[config.mk]
export PLATFORM = sky130hd
export DESIGN_NAME = priority_task_scheduler_with_delays
export DESIGN_NICKNAME = d
export VERILOG_FILES = /design/src/pts_pkg.sv /design/src/pts_cmp.sv /design/src/priority_task_scheduler_with_delays.sv
export SDC_FILE = /design/constraint.sdc
export NUM_CORES = 2
export LEC_CHECK = 0
export BUFFER_PORTS_ARGS = -buffer_cell sky130_fd_sc_hd__buf_2
export CORE_MARGIN = 5
export CORE_UTILIZATION = 50
export DETAILED_ROUTE_END_ITERATION = 7
export PLACE_DENSITY = 0.7
export RECOVER_POWER = 100
export SETUP_SLACK_MARGIN = 0.4
export SLEW_MARGIN = 20
export SYNTH_ARGS = -nofsm -noshare
export SYNTH_HDL_FRONTEND = slang
export SYNTH_SLANG_ARGS = --single-unit
[constraint.sdc]
create_clock -name clk -period 8 [get_ports clk]
set_input_delay 0.8 -clock clk [delete_from_list [all_inputs] [get_ports clk]]
set_output_delay 0.8 -clock clk [all_outputs]
set_load 0.03 [all_outputs]
[src/pts_pkg.sv]
// ----------------------------------------------------------------------------
// pts_pkg: shared types and constants of the priority task scheduler.
// Holds operation codes, task modes and default sizes.
// ----------------------------------------------------------------------------
`default_nettype none
package pts_pkg;
    localparam int DEF_NUM_TASKS      = 16;
    localparam int DEF_NUM_PRIORITIES = 32;
    localparam int TID_W              = 4;
    localparam int PRI_W              = 5;
    localparam int TICK_W             = 32;

    localparam logic [1:0] OP_MAKE_READY = 2'd0;
    localparam logic [1:0] OP_DELAY      = 2'd1;
    localparam logic [1:0] OP_TICK       = 2'd2;
    localparam logic [1:0] OP_SCHEDULE   = 2'd3;

    localparam logic [1:0] MODE_IDLE    = 2'd0;
    localparam logic [1:0] MODE_READY   = 2'd1;
    localparam logic [1:0] MODE_DELAYED = 2'd2;
    localparam logic [1:0] MODE_RUNNING = 2'd3;

    // Shared compare unit request and answer.
    typedef struct packed {
        logic [TICK_W-1:0] a;
        logic [TICK_W-1:0] b;
    } cmp_req_t;

    typedef struct packed {
        logic later;   // a - b positive and nonzero
        logic due;     // a - b not negative
    } cmp_rsp_t;
endpackage
`default_nettype wire

[src/pts_cmp.sv]
// ----------------------------------------------------------------------------
// pts_cmp: shared wrap-around time compare unit.
// One 32-bit subtract whose sign and zero flags serve insert and wake walks.
// ----------------------------------------------------------------------------
`default_nettype none
module pts_cmp
    import pts_pkg::*;
(
    input  wire cmp_req_t req,
    output cmp_rsp_t      rsp
);
    logic [TICK_W-1:0] diff;

    // Signed difference of two wrapping times.
    always_comb
    begin
        diff      = req.a - req.b;
        rsp.later = (diff != '0) && !diff[TICK_W-1];
        rsp.due   = !diff[TICK_W-1];
    end
endmodule
`default_nettype wire

[src/priority_task_scheduler_with_delays.sv]
// ----------------------------------------------------------------------------
// priority_task_scheduler_with_delays: bitmap priority scheduler with delays.
// Ready FIFOs per priority, a sorted delay list and a tick counter, all
// worked by a small sequencer around one shared time compare unit.
// ----------------------------------------------------------------------------
// Channel | Dir | Fields
// s_axis  | in  | tdata: op, task_id, priority_req, delay_ticks
// m_axis  | out | tdata: running_task, running_valid, woken_count, tick_now,
//         |     |        status
// A delay walks the sorted delay list (up to NUM_TASKS entries) through the
// shared compare unit. A tick wakes due tasks from the list head and pushes
// each onto its ready FIFO. A schedule requeues the running task, then scans
// the priority levels, most urgent first, for the first nonempty one.
// Reset clears all control state at once; there is no clearing pass.
// While a result waits on m_axis the block accepts no new item.
// ----------------------------------------------------------------------------
`default_nettype none
module priority_task_scheduler_with_delays
    import pts_pkg::*;
#(
    parameter int NUM_TASKS      = DEF_NUM_TASKS,
    parameter int NUM_PRIORITIES = DEF_NUM_PRIORITIES
)
(
    input  wire         clk,
    input  wire         rst_n,
    input  wire         s_axis_tvalid,
    output logic        s_axis_tready,
    // op[1:0], task_id[5:2], priority_req[10:6], delay_ticks[41:11], zero fill
    input  wire  [47:0] s_axis_tdata,
    output logic        m_axis_tvalid,
    input  wire         m_axis_tready,
    // running_task[3:0], running_valid[4], woken_count[9:5], tick_now[41:10],
    // status[42], zero fill
    output logic [47:0] m_axis_tdata
);
    localparam int TW = (NUM_TASKS > 1) ? $clog2(NUM_TASKS) : 1;
    localparam int PW = (NUM_PRIORITIES > 1) ? $clog2(NUM_PRIORITIES) : 1;
    localparam int CW = $clog2(NUM_TASKS + 1);

    localparam logic [3:0] S_IDLE  = 4'd0;
    localparam logic [3:0] S_DEC   = 4'd1;
    localparam logic [3:0] S_PUSH  = 4'd2;
    localparam logic [3:0] S_INS   = 4'd3;
    localparam logic [3:0] S_INSW  = 4'd4;
    localparam logic [3:0] S_WAKE  = 4'd5;
    localparam logic [3:0] S_SCAN  = 4'd6;
    localparam logic [3:0] S_POP   = 4'd7;
    localparam logic [3:0] S_OUT   = 4'd8;

    logic [3:0] state_reg;
    logic [1:0] ret_reg;   // where to go after a push: out, wake, scan
    localparam logic [1:0] RET_OUT  = 2'd0;
    localparam logic [1:0] RET_WAKE = 2'd1;
    localparam logic [1:0] RET_SCAN = 2'd2;

    // Captured request.
    logic [1:0]        op_reg;
    logic [TID_W-1:0]  tid_reg;
    logic [PRI_W-1:0]  pri_reg;
    logic [30:0]       ticks_reg;

    // Scheduler state.
    logic [NUM_PRIORITIES-1:0] bitmap_reg;
    logic [TW-1:0] ready_head [NUM_PRIORITIES];
    logic [TW-1:0] ready_tail [NUM_PRIORITIES];
    logic [TW-1:0] ready_link [NUM_TASKS];
    logic [TW-1:0] delay_link [NUM_TASKS];
    logic [TICK_W-1:0] wake_time [NUM_TASKS];
    logic [PW-1:0] task_level [NUM_TASKS];
    logic [1:0]    task_mode_reg [NUM_TASKS];
    logic [TW-1:0] delay_first_reg;
    logic          delay_empty_reg;
    logic [TW-1:0] cur_task_reg;
    logic          cur_valid_reg;
    logic [TICK_W-1:0] tick_reg;

    // Walk and result registers.
    logic [TW-1:0] push_t_reg;
    logic [TW-1:0] walk_cur_reg;
    logic [TW-1:0] walk_prev_reg;
    logic          have_prev_reg;
    logic [CW-1:0] walk_cnt_reg;
    logic [TICK_W-1:0] w_reg;
    logic [PW-1:0] scan_reg;
    logic [CW-1:0] woken_reg;
    logic          status_reg;

    cmp_req_t creq;
    cmp_rsp_t crsp;

    pts_cmp u_cmp (.req(creq), .rsp(crsp));

    // Shared compare operands depend on the walk in progress.
    always_comb
    begin
        if (state_reg == S_WAKE)
        begin
            creq.a = tick_reg;
            creq.b = wake_time[delay_first_reg];
        end
        else
        begin
            creq.a = wake_time[walk_cur_reg];
            creq.b = w_reg;
        end
    end

    logic [TID_W-1:0] in_tid;
    logic [PRI_W-1:0] in_pri;
    logic [PW-1:0]    pri_sat;
    logic [PW-1:0]    plv;
    logic             tid_ok;
    assign in_tid = s_axis_tdata[5:2];
    assign in_pri = s_axis_tdata[10:6];
    assign tid_ok = 32'(tid_reg) < NUM_TASKS;
    assign pri_sat = (32'(pri_reg) >= NUM_PRIORITIES) ? PW'(NUM_PRIORITIES - 1)
                                                      : PW'(pri_reg);
    assign plv = task_level[push_t_reg];

    assign s_axis_tready = (state_reg == S_IDLE);
    assign m_axis_tvalid = (state_reg == S_OUT);
    assign m_axis_tdata  = {5'd0, status_reg, tick_reg,
                            5'(woken_reg), cur_valid_reg,
                            cur_valid_reg ? 4'(cur_task_reg) : 4'd0};

    // Sequencer and control state.
    always_ff @(posedge clk or negedge rst_n)
    begin
        if (!rst_n)
        begin
            state_reg       <= S_IDLE;
            bitmap_reg      <= '0;
            delay_first_reg <= '0;
            delay_empty_reg <= 1'b1;
            cur_task_reg    <= '0;
            cur_valid_reg   <= 1'b0;
            tick_reg        <= '0;
            for (int i = 0; i < NUM_TASKS; i++)
                task_mode_reg[i] <= MODE_IDLE;
        end
        else
        begin
            unique case (state_reg)
                S_IDLE:
                begin
                    if (s_axis_tvalid)
                    begin
                        op_reg     <= s_axis_tdata[1:0];
                        tid_reg    <= in_tid;
                        pri_reg    <= in_pri;
                        ticks_reg  <= s_axis_tdata[41:11];
                        woken_reg  <= '0;
                        status_reg <= 1'b0;
                        state_reg  <= S_DEC;
                    end
                end
                S_DEC:
                begin
                    unique case (op_reg)
                        OP_MAKE_READY, OP_DELAY:
                        begin
                            if (!tid_ok)
                                state_reg <= S_OUT;
                            else if (task_mode_reg[TW'(tid_reg)] == MODE_READY ||
                                     task_mode_reg[TW'(tid_reg)] == MODE_DELAYED)
                            begin
                                status_reg <= 1'b1;
                                state_reg  <= S_OUT;
                            end
                            else if (op_reg == OP_MAKE_READY)
                            begin
                                task_level[TW'(tid_reg)] <= pri_sat;
                                push_t_reg <= TW'(tid_reg);
                                ret_reg    <= RET_OUT;
                                state_reg  <= S_PUSH;
                            end
                            else
                            begin
                                w_reg <= tick_reg + {1'b0, ticks_reg};
                                wake_time[TW'(tid_reg)] <= tick_reg + {1'b0, ticks_reg};
                                task_mode_reg[TW'(tid_reg)] <= MODE_DELAYED;
                                walk_cur_reg  <= delay_first_reg;
                                have_prev_reg <= 1'b0;
                                walk_cnt_reg  <= '0;
                                state_reg <= delay_empty_reg ? S_INSW : S_INS;
                            end
                        end
                        OP_TICK:
                        begin
                            tick_reg  <= tick_reg + 1'b1;
                            state_reg <= S_WAKE;
                        end
                        default:
                        begin
                            scan_reg <= '0;
                            if (cur_valid_reg && task_mode_reg[cur_task_reg] == MODE_RUNNING)
                            begin
                                push_t_reg <= cur_task_reg;
                                ret_reg    <= RET_SCAN;
                                state_reg  <= S_PUSH;
                            end
                            else
                                state_reg <= S_SCAN;
                            cur_valid_reg <= 1'b0;
                            cur_task_reg  <= '0;
                        end
                    endcase
                end
                S_PUSH:
                begin
                    if (bitmap_reg[plv])
                        ready_link[ready_tail[plv]] <= push_t_reg;
                    else
                        ready_head[plv] <= push_t_reg;
                    ready_tail[plv] <= push_t_reg;
                    bitmap_reg[plv] <= 1'b1;
                    task_mode_reg[push_t_reg] <= MODE_READY;
                    unique case (ret_reg)
                        RET_WAKE: state_reg <= S_WAKE;
                        RET_SCAN: state_reg <= S_SCAN;
                        default:  state_reg <= S_OUT;
                    endcase
                end
                S_INS:
                begin
                    // One list entry per cycle; stop at the first later one.
                    if (crsp.later)
                        state_reg <= S_INSW;
                    else
                    begin
                        walk_prev_reg <= walk_cur_reg;
                        have_prev_reg <= 1'b1;
                        walk_cnt_reg  <= walk_cnt_reg + 1'b1;
                        if (delay_link[walk_cur_reg] == walk_cur_reg ||
                            32'(walk_cnt_reg) + 1 >= NUM_TASKS)
                        begin
                            walk_cur_reg <= TW'(tid_reg);
                            state_reg    <= S_INSW;
                        end
                        else
                            walk_cur_reg <= delay_link[walk_cur_reg];
                    end
                end
                S_INSW:
                begin
                    // walk_cur is the successor, or the task itself at list end.
                    if (delay_empty_reg)
                        delay_link[TW'(tid_reg)] <= TW'(tid_reg);
                    else
                        delay_link[TW'(tid_reg)] <= walk_cur_reg;
                    if (have_prev_reg)
                        delay_link[walk_prev_reg] <= TW'(tid_reg);
                    else
                        delay_first_reg <= TW'(tid_reg);
                    delay_empty_reg <= 1'b0;
                    state_reg <= S_OUT;
                end
                S_WAKE:
                begin
                    if (!delay_empty_reg && 32'(woken_reg) < NUM_TASKS && crsp.due)
                    begin
                        if (delay_link[delay_first_reg] == delay_first_reg)
                            delay_empty_reg <= 1'b1;
                        else
                            delay_first_reg <= delay_link[delay_first_reg];
                        push_t_reg <= delay_first_reg;
                        woken_reg  <= woken_reg + 1'b1;
                        ret_reg    <= RET_WAKE;
                        state_reg  <= S_PUSH;
                    end
                    else
                        state_reg <= S_OUT;
                end
                S_SCAN:
                begin
                    // Most urgent level first: level 0 is scanned at once.
                    if (bitmap_reg[scan_reg])
                        state_reg <= S_POP;
                    else if (32'(scan_reg) == NUM_PRIORITIES - 1)
                        state_reg <= S_OUT;
                    else
                        scan_reg <= scan_reg + 1'b1;
                end
                S_POP:
                begin
                    if (ready_tail[scan_reg] == ready_head[scan_reg])
                        bitmap_reg[scan_reg] <= 1'b0;
                    else
                        ready_head[scan_reg] <= ready_link[ready_head[scan_reg]];
                    task_mode_reg[ready_head[scan_reg]] <= MODE_RUNNING;
                    cur_task_reg  <= ready_head[scan_reg];
                    cur_valid_reg <= 1'b1;
                    state_reg     <= S_OUT;
                end
                S_OUT:
                begin
                    if (m_axis_tready)
                        state_reg <= S_IDLE;
                end
                default: state_reg <= S_IDLE;
            endcase
        end
    end
endmodule
`default_nettype wire

=== Word-level counts from Yosys, hierarchy flattened ===
Memories as Yosys holds them, arrays and structs flattened. A register that Yosys moved wholly into a read port is not among the register bits.
Index checks and enable logic that the tools add are counted.

* Flip-flop bits (word level): 215
* RAM bits: 976
* Input bits: 52
* Output and inout port bits: 50
* Logic and storage cells: 305
* Memories: 6

{| class="wikitable"
|+ Memories
! memory !! depth !! width !! read ports !! clocked after Yosys merged registers in !! write ports !! line !! RTL
|-
| wake_time || 16 || 32 || 2 || 1 || 1 || priority_task_scheduler_with_delays.sv:69 || <nowiki>logic [TICK_W-1:0] wake_time [NUM_TASKS];</nowiki>
|-
| ready_head || 32 || 4 || 1 || 1 || 1 || priority_task_scheduler_with_delays.sv:65 || <nowiki>logic [TW-1:0] ready_head [NUM_PRIORITIES];</nowiki>
|-
| ready_tail || 32 || 4 || 2 || 1 || 1 || priority_task_scheduler_with_delays.sv:66 || <nowiki>logic [TW-1:0] ready_tail [NUM_PRIORITIES];</nowiki>
|-
| task_level || 16 || 5 || 1 || 1 || 1 || priority_task_scheduler_with_delays.sv:70 || <nowiki>logic [PW-1:0] task_level [NUM_TASKS];</nowiki>
|-
| delay_link || 16 || 4 || 2 || 1 || 2 || priority_task_scheduler_with_delays.sv:68 || <nowiki>logic [TW-1:0] delay_link [NUM_TASKS];</nowiki>
|-
| ready_link || 16 || 4 || 1 || 0 || 1 || priority_task_scheduler_with_delays.sv:67 || <nowiki>logic [TW-1:0] ready_link [NUM_TASKS];</nowiki>
|}

* Add/subtract/negate cells: 7
* $lt $le $gt $ge: 13
* Equal/unequal tests: 40
* Muxes and demuxes: 131
* Bitwise operators: 18
* Reduce and logical (&&, ||, !) cells: 53

{| class="wikitable"
|+ Operator list
! kind !! count
|-
| $mux 32 || 4
|-
| $mux 4 || 27
|-
| $pmux 32 s3 || 1
|-
| $mux 64 || 1
|-
| $or 32x32->32 || 2
|-
| $pmux 32 s2 || 1
|-
| $mux 5 || 12
|-
| $pmux 4 s2 || 7
|-
| $mux 1 || 45
|-
| $add 32x1->32 const B || 1
|-
| $add 32x31->32 || 1
|-
| $and 16x16->16 || 2
|-
| $and 32x32->32 || 1
|-
| $not 16->16 || 2
|-
| $not 32->32 || 1
|-
| $or 16x16->16 || 2
|-
| $pmux 4 s8 || 1
|-
| $reduce_bool 32->1 || 1
|-
| $sub 32x32->32 || 1
|-
| $pmux 5 s2 || 3
|-
| $ne 2x2->1 const B || 13
|-
| $demux 2 s4 || 3
|-
| $mux 2 || 11
|-
| $ge 5x5->1 const B || 4
|-
| other kinds (42) || 115
|}

=== Longest topological paths before layout ===
* Word-level depth: 11
* Depth in mapped cells: 21
* Gate-level depth less buffers: 17

=== Hierarchy ===
From an unflattened synthesis, not the netlist that was laid out.

* Cells, all modules: 3989
* Area, all modules: 59306.9 sq um

{| class="wikitable"
|+ By module, submodules not included
! module !! instances !! cells each !! area an instance (sq um) !! sequential area each (sq um)
|-
| priority_task_scheduler_with_delays || 1 || 3691 || 57360.0 || 35475.3
|-
| pts_cmp || 1 || 298 || 1946.9 || 0.0
|}

=== Least setup slack after synthesis ===
Ideal clock, no wire load.

* Path kind: register to register
* Start: reg delay_first_reg[0]
* End: reg with a tool-made name
* Setup time: 0.121 ns
* Arrival: 6.794 ns
* Required time: 7.879 ns
* Path slack: 1.085 ns
* Cell stages (with the launch flop): 22
* Path buffers: 7
* Period minus slack after synthesis: 6.915 ns
* Path through: dfrtp_1 > clkbuf_1 > buf_2 > buf_4 > clkbuf_1 > buf_2 > buf_1 > mux4_2 > mux4_2 > mux2i_1 > ha_1 > clkbuf_1 > a21oi_1 > a21oi_1 > a211oi_1 > nand4_1 > a2111oi_0 > mux2i_1 > and3_1 > or4_1 > a31oi_2 > mux2_2

{| class="wikitable"
|+ RTL lines
! element !! line !! RTL
|-
| start, declared || priority_task_scheduler_with_delays.sv:72 || <nowiki>logic [TW-1:0] delay_first_reg;</nowiki>
|-
| start signal, assigned || priority_task_scheduler_with_delays.sv:255 || <nowiki>delay_first_reg <= TW'(tid_reg);</nowiki>
|-
| start signal, assigned || priority_task_scheduler_with_delays.sv:266 || <nowiki>delay_first_reg <= delay_link[delay_first_reg];</nowiki>
|}

=== Worst setup path after layout ===
* Start: reg tid_reg[0]
* End: mem wake_time[8][23], enable pin

* Cells in the longest elaborated chain, start to end: 11
* Elaborated cells on any way between the ends: 12
* Those cells by class: 2 x eq/ne; 7 x mux; 1 x bitwise; 2 x reduce/logical

{| class="wikitable"
|+ RTL lines
! element !! line !! RTL
|-
| start, declared || priority_task_scheduler_with_delays.sv:59 || <nowiki>logic [TID_W-1:0] tid_reg;</nowiki>
|-
| start signal, assigned || priority_task_scheduler_with_delays.sv:150 || <nowiki>tid_reg <= in_tid;</nowiki>
|-
| $not 4->5 (not written as such) || priority_task_scheduler_with_delays.sv:165, priority_task_scheduler_with_delays.sv:166 ||
|-
| $bmux 2 s4 || priority_task_scheduler_with_delays.sv:165, priority_task_scheduler_with_delays.sv:166 ||
|-
| $mux 2 (not written as such) (2 in a row) || priority_task_scheduler_with_delays.sv:165, priority_task_scheduler_with_delays.sv:166 ||
|-
| $eq 2x1->1 / $eq 2x2->1 (equally long branches) || priority_task_scheduler_with_delays.sv:165, priority_task_scheduler_with_delays.sv:166 ||
|-
| $logic_or 1x1->1 || priority_task_scheduler_with_delays.sv:165 || <nowiki>else if (task_mode_reg[TW'(tid_reg)] == MODE_READY ||</nowiki>
|-
| $mux 1 || priority_task_scheduler_with_delays.sv:165 ||
|-
| $mux 1 || priority_task_scheduler_with_delays.sv:160 || <nowiki>unique case (op_reg)</nowiki>
|-
| $mux 1 || priority_task_scheduler_with_delays.sv:144 || <nowiki>unique case (state_reg)</nowiki>
|-
| $logic_and 1x1->1 (not written as such) || priority_task_scheduler_with_delays.sv:181 || <nowiki>wake_time[TW'(tid_reg)] <= tick_reg + {1'b0, ticks_reg};</nowiki>
|-
| $mux 1 (not written as such) || priority_task_scheduler_with_delays.sv:181 ||
|-
| end, declared || priority_task_scheduler_with_delays.sv:69 ||
|}

Parallel ways exist; a longest one is shown, timed or not. The select of a mux whose other input is x is not followed.

==> results.yml <==
setup_path:
  cp_max_fo: 20
  end_kind: "flop"
  cp_slowest_cell: "nor2_4"
  r2r_slack_ns: 0.54
  critical-path-top-delay-family: "simple AND/OR/NAND/NOR gates"
  start_kind: "flop"
  required_ns: 8.35
  critPathKind: "flop to flop"
  path_cells: "clkbuf_1, mux4_2, mux4_2, xnor2_1, and3_1, nand2_1, or2_0, nor2_4, clkbuf_1"
  critPathArrivalTime_ns: 7.80
  path_buf_inv: 2
  cpPeakStageDelay_ns: 1.27
final_layout:
  fin_area_mm2: 0.0664
  top_regs: "wake_time x512, ready_head x128, ready_tail x128"
  largest_reg_flops: 512
  n_fill_cell: 9459
  nets: 4228
  seqCellArea_mm2: 0.0355
  regMostFlops: "wake_time"
  multi_input_area_mm2: 0.0233
  drive_gt1_frac: 0.201
  area_delta_synth_final_pct: 10.8
placed_design:
  io_buffers: 90
  dp_hpwl_um: 103000
  place_area_mm2: 0.0624
  globalplace.congestion: 0.909
yosys:
  synth_top_family_by_area: "multiplexers"
  synthMuxAreaShare: 0.212
  synth.distinct_cells: 91
  synth_compound_area_frac: 0.0690
  synth_area_leaders: "edfxtp_1 54%, mux4_2 16%, dfrtp_1 4.5%, mux2i_1 3.5%, nand2_1 2.3%"
  syn_avg_cell_area_um2: 14.9
  synth-edff-count: 1081
  ys_seq_elements: 1204
  yosys.area.top_type: "edfxtp_1"
  ys_seq_area_frac: 0.592
  synth_top_area_frac: 0.541
  async_reset_ff_frac: 0.0914
  yosys_warnings: 0
  synth_xor_area_frac: 0.0127
  synthFlopType: "edfxtp_1"
  synthSimpleGateAreaFrac: 0.0778
  syn_area_mm2: 0.0600
  netlist_instances: 4024
  synthAdderAreaFrac: 0.0157
pwr:
  leakagePower_uw: 0.0224
  power_uw: 19100
  vdd_drop_max_uv: 226
  p_per_area_mw_per_mm2: 287
cts:
  cts_buffer_depth: 3
  root_buffer: "clkbuf_16"
  clk_pin_slew_ns: 0.06
  ctsHtreeMaxLevel: 4
  clk_latency_ns: 0.76
  cts_buffers: 135
  cts.sinks: 1204
  cts_tree: "done"
  cts_resized: 0
sta:
  post-route-period-util: 0.932
  rsz0062_at_grt: "no"
  worst_slew_pin_slew_ns: 3.06
  tns_ns: 0
  relSlewSlack: -1.04
  setup_viol: 0
  min_period_ns: 7.46
  finClkSkew_ns: 0.0215
  slew_violations: 722
  final_hold_viol_count: 0
  fmax_mhz: 134
global_routing:
  grt_pass1_wl_um: 242000
  first_global_vias: 37900
  grt-ovfl-total: 0
  grt_max_degree: 64
  track_usage: 0.254
  antenna_found_initial: 3
floorplanning:
  die_h_um: 356
  row_count: 127
  die_w_um: 356
  io-pin-count: 102
  initial_utilization: 0.502
  dieArea_mm2: 0.127
  core_area_mm2: 0.119
drt:
  routed_wl_um: 163000
  drt_iter0_drc: 4481
  dr.pass1.iters: 7
  wl_per_cell_um: 27.9
  vias: 38000
  antenna_left: 0
  drcViolationCount: 0
  vias_per_cell: 6.53
flow_run:
  maxCapViolCount: 22
status:
  status: "finished with violations"
  violations: "max-capacitance violations, max-slew violations"
min_path:
  hold_class: "input port to flop"
## final cells by class
class	instances	area share
multi-input cells	2524	0.351
clock buffers	168	0.0541
flip-flops and latches	1204	0.534
repair buffers	180	0.0159
clock inverters	74	0.0104
diodes	2	0.0000753
inverters	57	0.00326
well taps	1612	0.0304
## kinds of logic after synthesis
| group | Yosys count |
|---|---|
| adder cells (fa/ha/maj) | 74 |
| multiplexers | 718 |
| buffers and inverters | 300 |
| AND/OR/NAND/NOR | 1003 |
| flip-flops | 1204 |
| XOR/XNOR | 87 |
| other | 1 |
| AO/OA/AOI/OAI | 637 |
## through the flow
stage,std cells,setup slack (ns),utilization,hold WS (ns)
floorplan,4028,1.09,-,0.467
global placement,5575,1.12,0.522,0.486
detailed placement,5575,1.14,0.522,0.502
CTS,5818,1.13,0.558,0.176
global route,5819,0.355,0.556,0.185
finish,5821,0.543,0.556,0.220
## path summary, 6_finish.rpt
check / cells after the start / to / startpoint
worst min-delay path: 1 / ticks_reg[1] / s_axis_tdata[12]
max in group asynchronous: 4 / tick_reg[25] / rst_n
worst max-delay path: 9 / wake_time[8][23] / tid_reg[0]
worst min register to register: 1 / bitmap_reg[4] / bitmap_reg[4]
worst max register to register: 9 / wake_time[8][23] / tid_reg[0]
min in group asynchronous: 2 / bitmap_reg[17] / rst_n
## placed cells by master, fill, tap and decap left out, types with 53 or more instances in the layout
cell type / netlist / routed
mux2_2: 73 / 64
clkbuf_1: 159 / 97
xnor2_1: 54 / 54
nand2_1: 364 / 364
dfrtp_1: 109 / 105
a21oi_1: 209 / 209
edfxtp_1: 1081 / 1081
nor2_1: 257 / 242
clkbuf_16: 0 / 136
mux4_2: 430 / 430
a22oi_1: 53 / 53
ha_1: 72 / 72
nand3_1: 89 / 89
mux2i_1: 210 / 210
o21ai_0: 111 / 114
## cell usage after synthesis (13+ instances only)
cell type and number:
nand2_1 364, xor2_1 33, dfrtp_1 109, o21ai_0 111
mux2i_1 210, and3_1 33, dfxtp_1 13, a22oi_1 53
ha_1 72, a211oi_1 18, and2_1 46, a22o_1 27
a21oi_1 209, nor3_1 35, o211ai_1 14, buf_1 29
a31oi_1 21, a21o_1 21, clkbuf_1 159, xnor2_1 54
nor2b_1 50, buf_2 37, nor2_1 257, o2bb2ai_1 19
inv_1 49, mux4_2 430, nand4_1 25, mux2_2 73
o21a_1 19, nand2b_1 37, nand3_1 89, o22ai_1 20
edfxtp_1 1081, buf_4 15
## layer usage
layer  up-vias  global-route usage  routed length [um]
met5         -                   0                   0
li1      16200                   -                   -
met4         0              0.0858                5930
met1     19400               0.346               63200
met3       397              0.0495               14700
met2      2057               0.416               78800
## worst register-to-register path, stage by stage, from the launching register on
cell	delay [ns]
edfxtp_1	0.93
clkbuf_1	0.75
mux4_2	0.64
mux4_2	0.49
xnor2_1	0.46
and3_1	0.28
nand2_1	0.07
or2_0	1.14
nor2_4	1.30
clkbuf_1	0.99
## what timing repair did
item                      CTS  global route
hold endpoints to repair   29             0
hold buffers                1             0
setup buffers               0             0
## power breakdown
part	leakage (uW)	total, uW	internal, uW	switching (uW)
Clock	0.00209	6040	3470	2570
Combinational	0.00907	5210	2290	2920
Sequential	0.0113	7810	7290	512
Total	0.0224	19100	13000	6010
No activity file was read; power rests on OpenSTA's default activity.
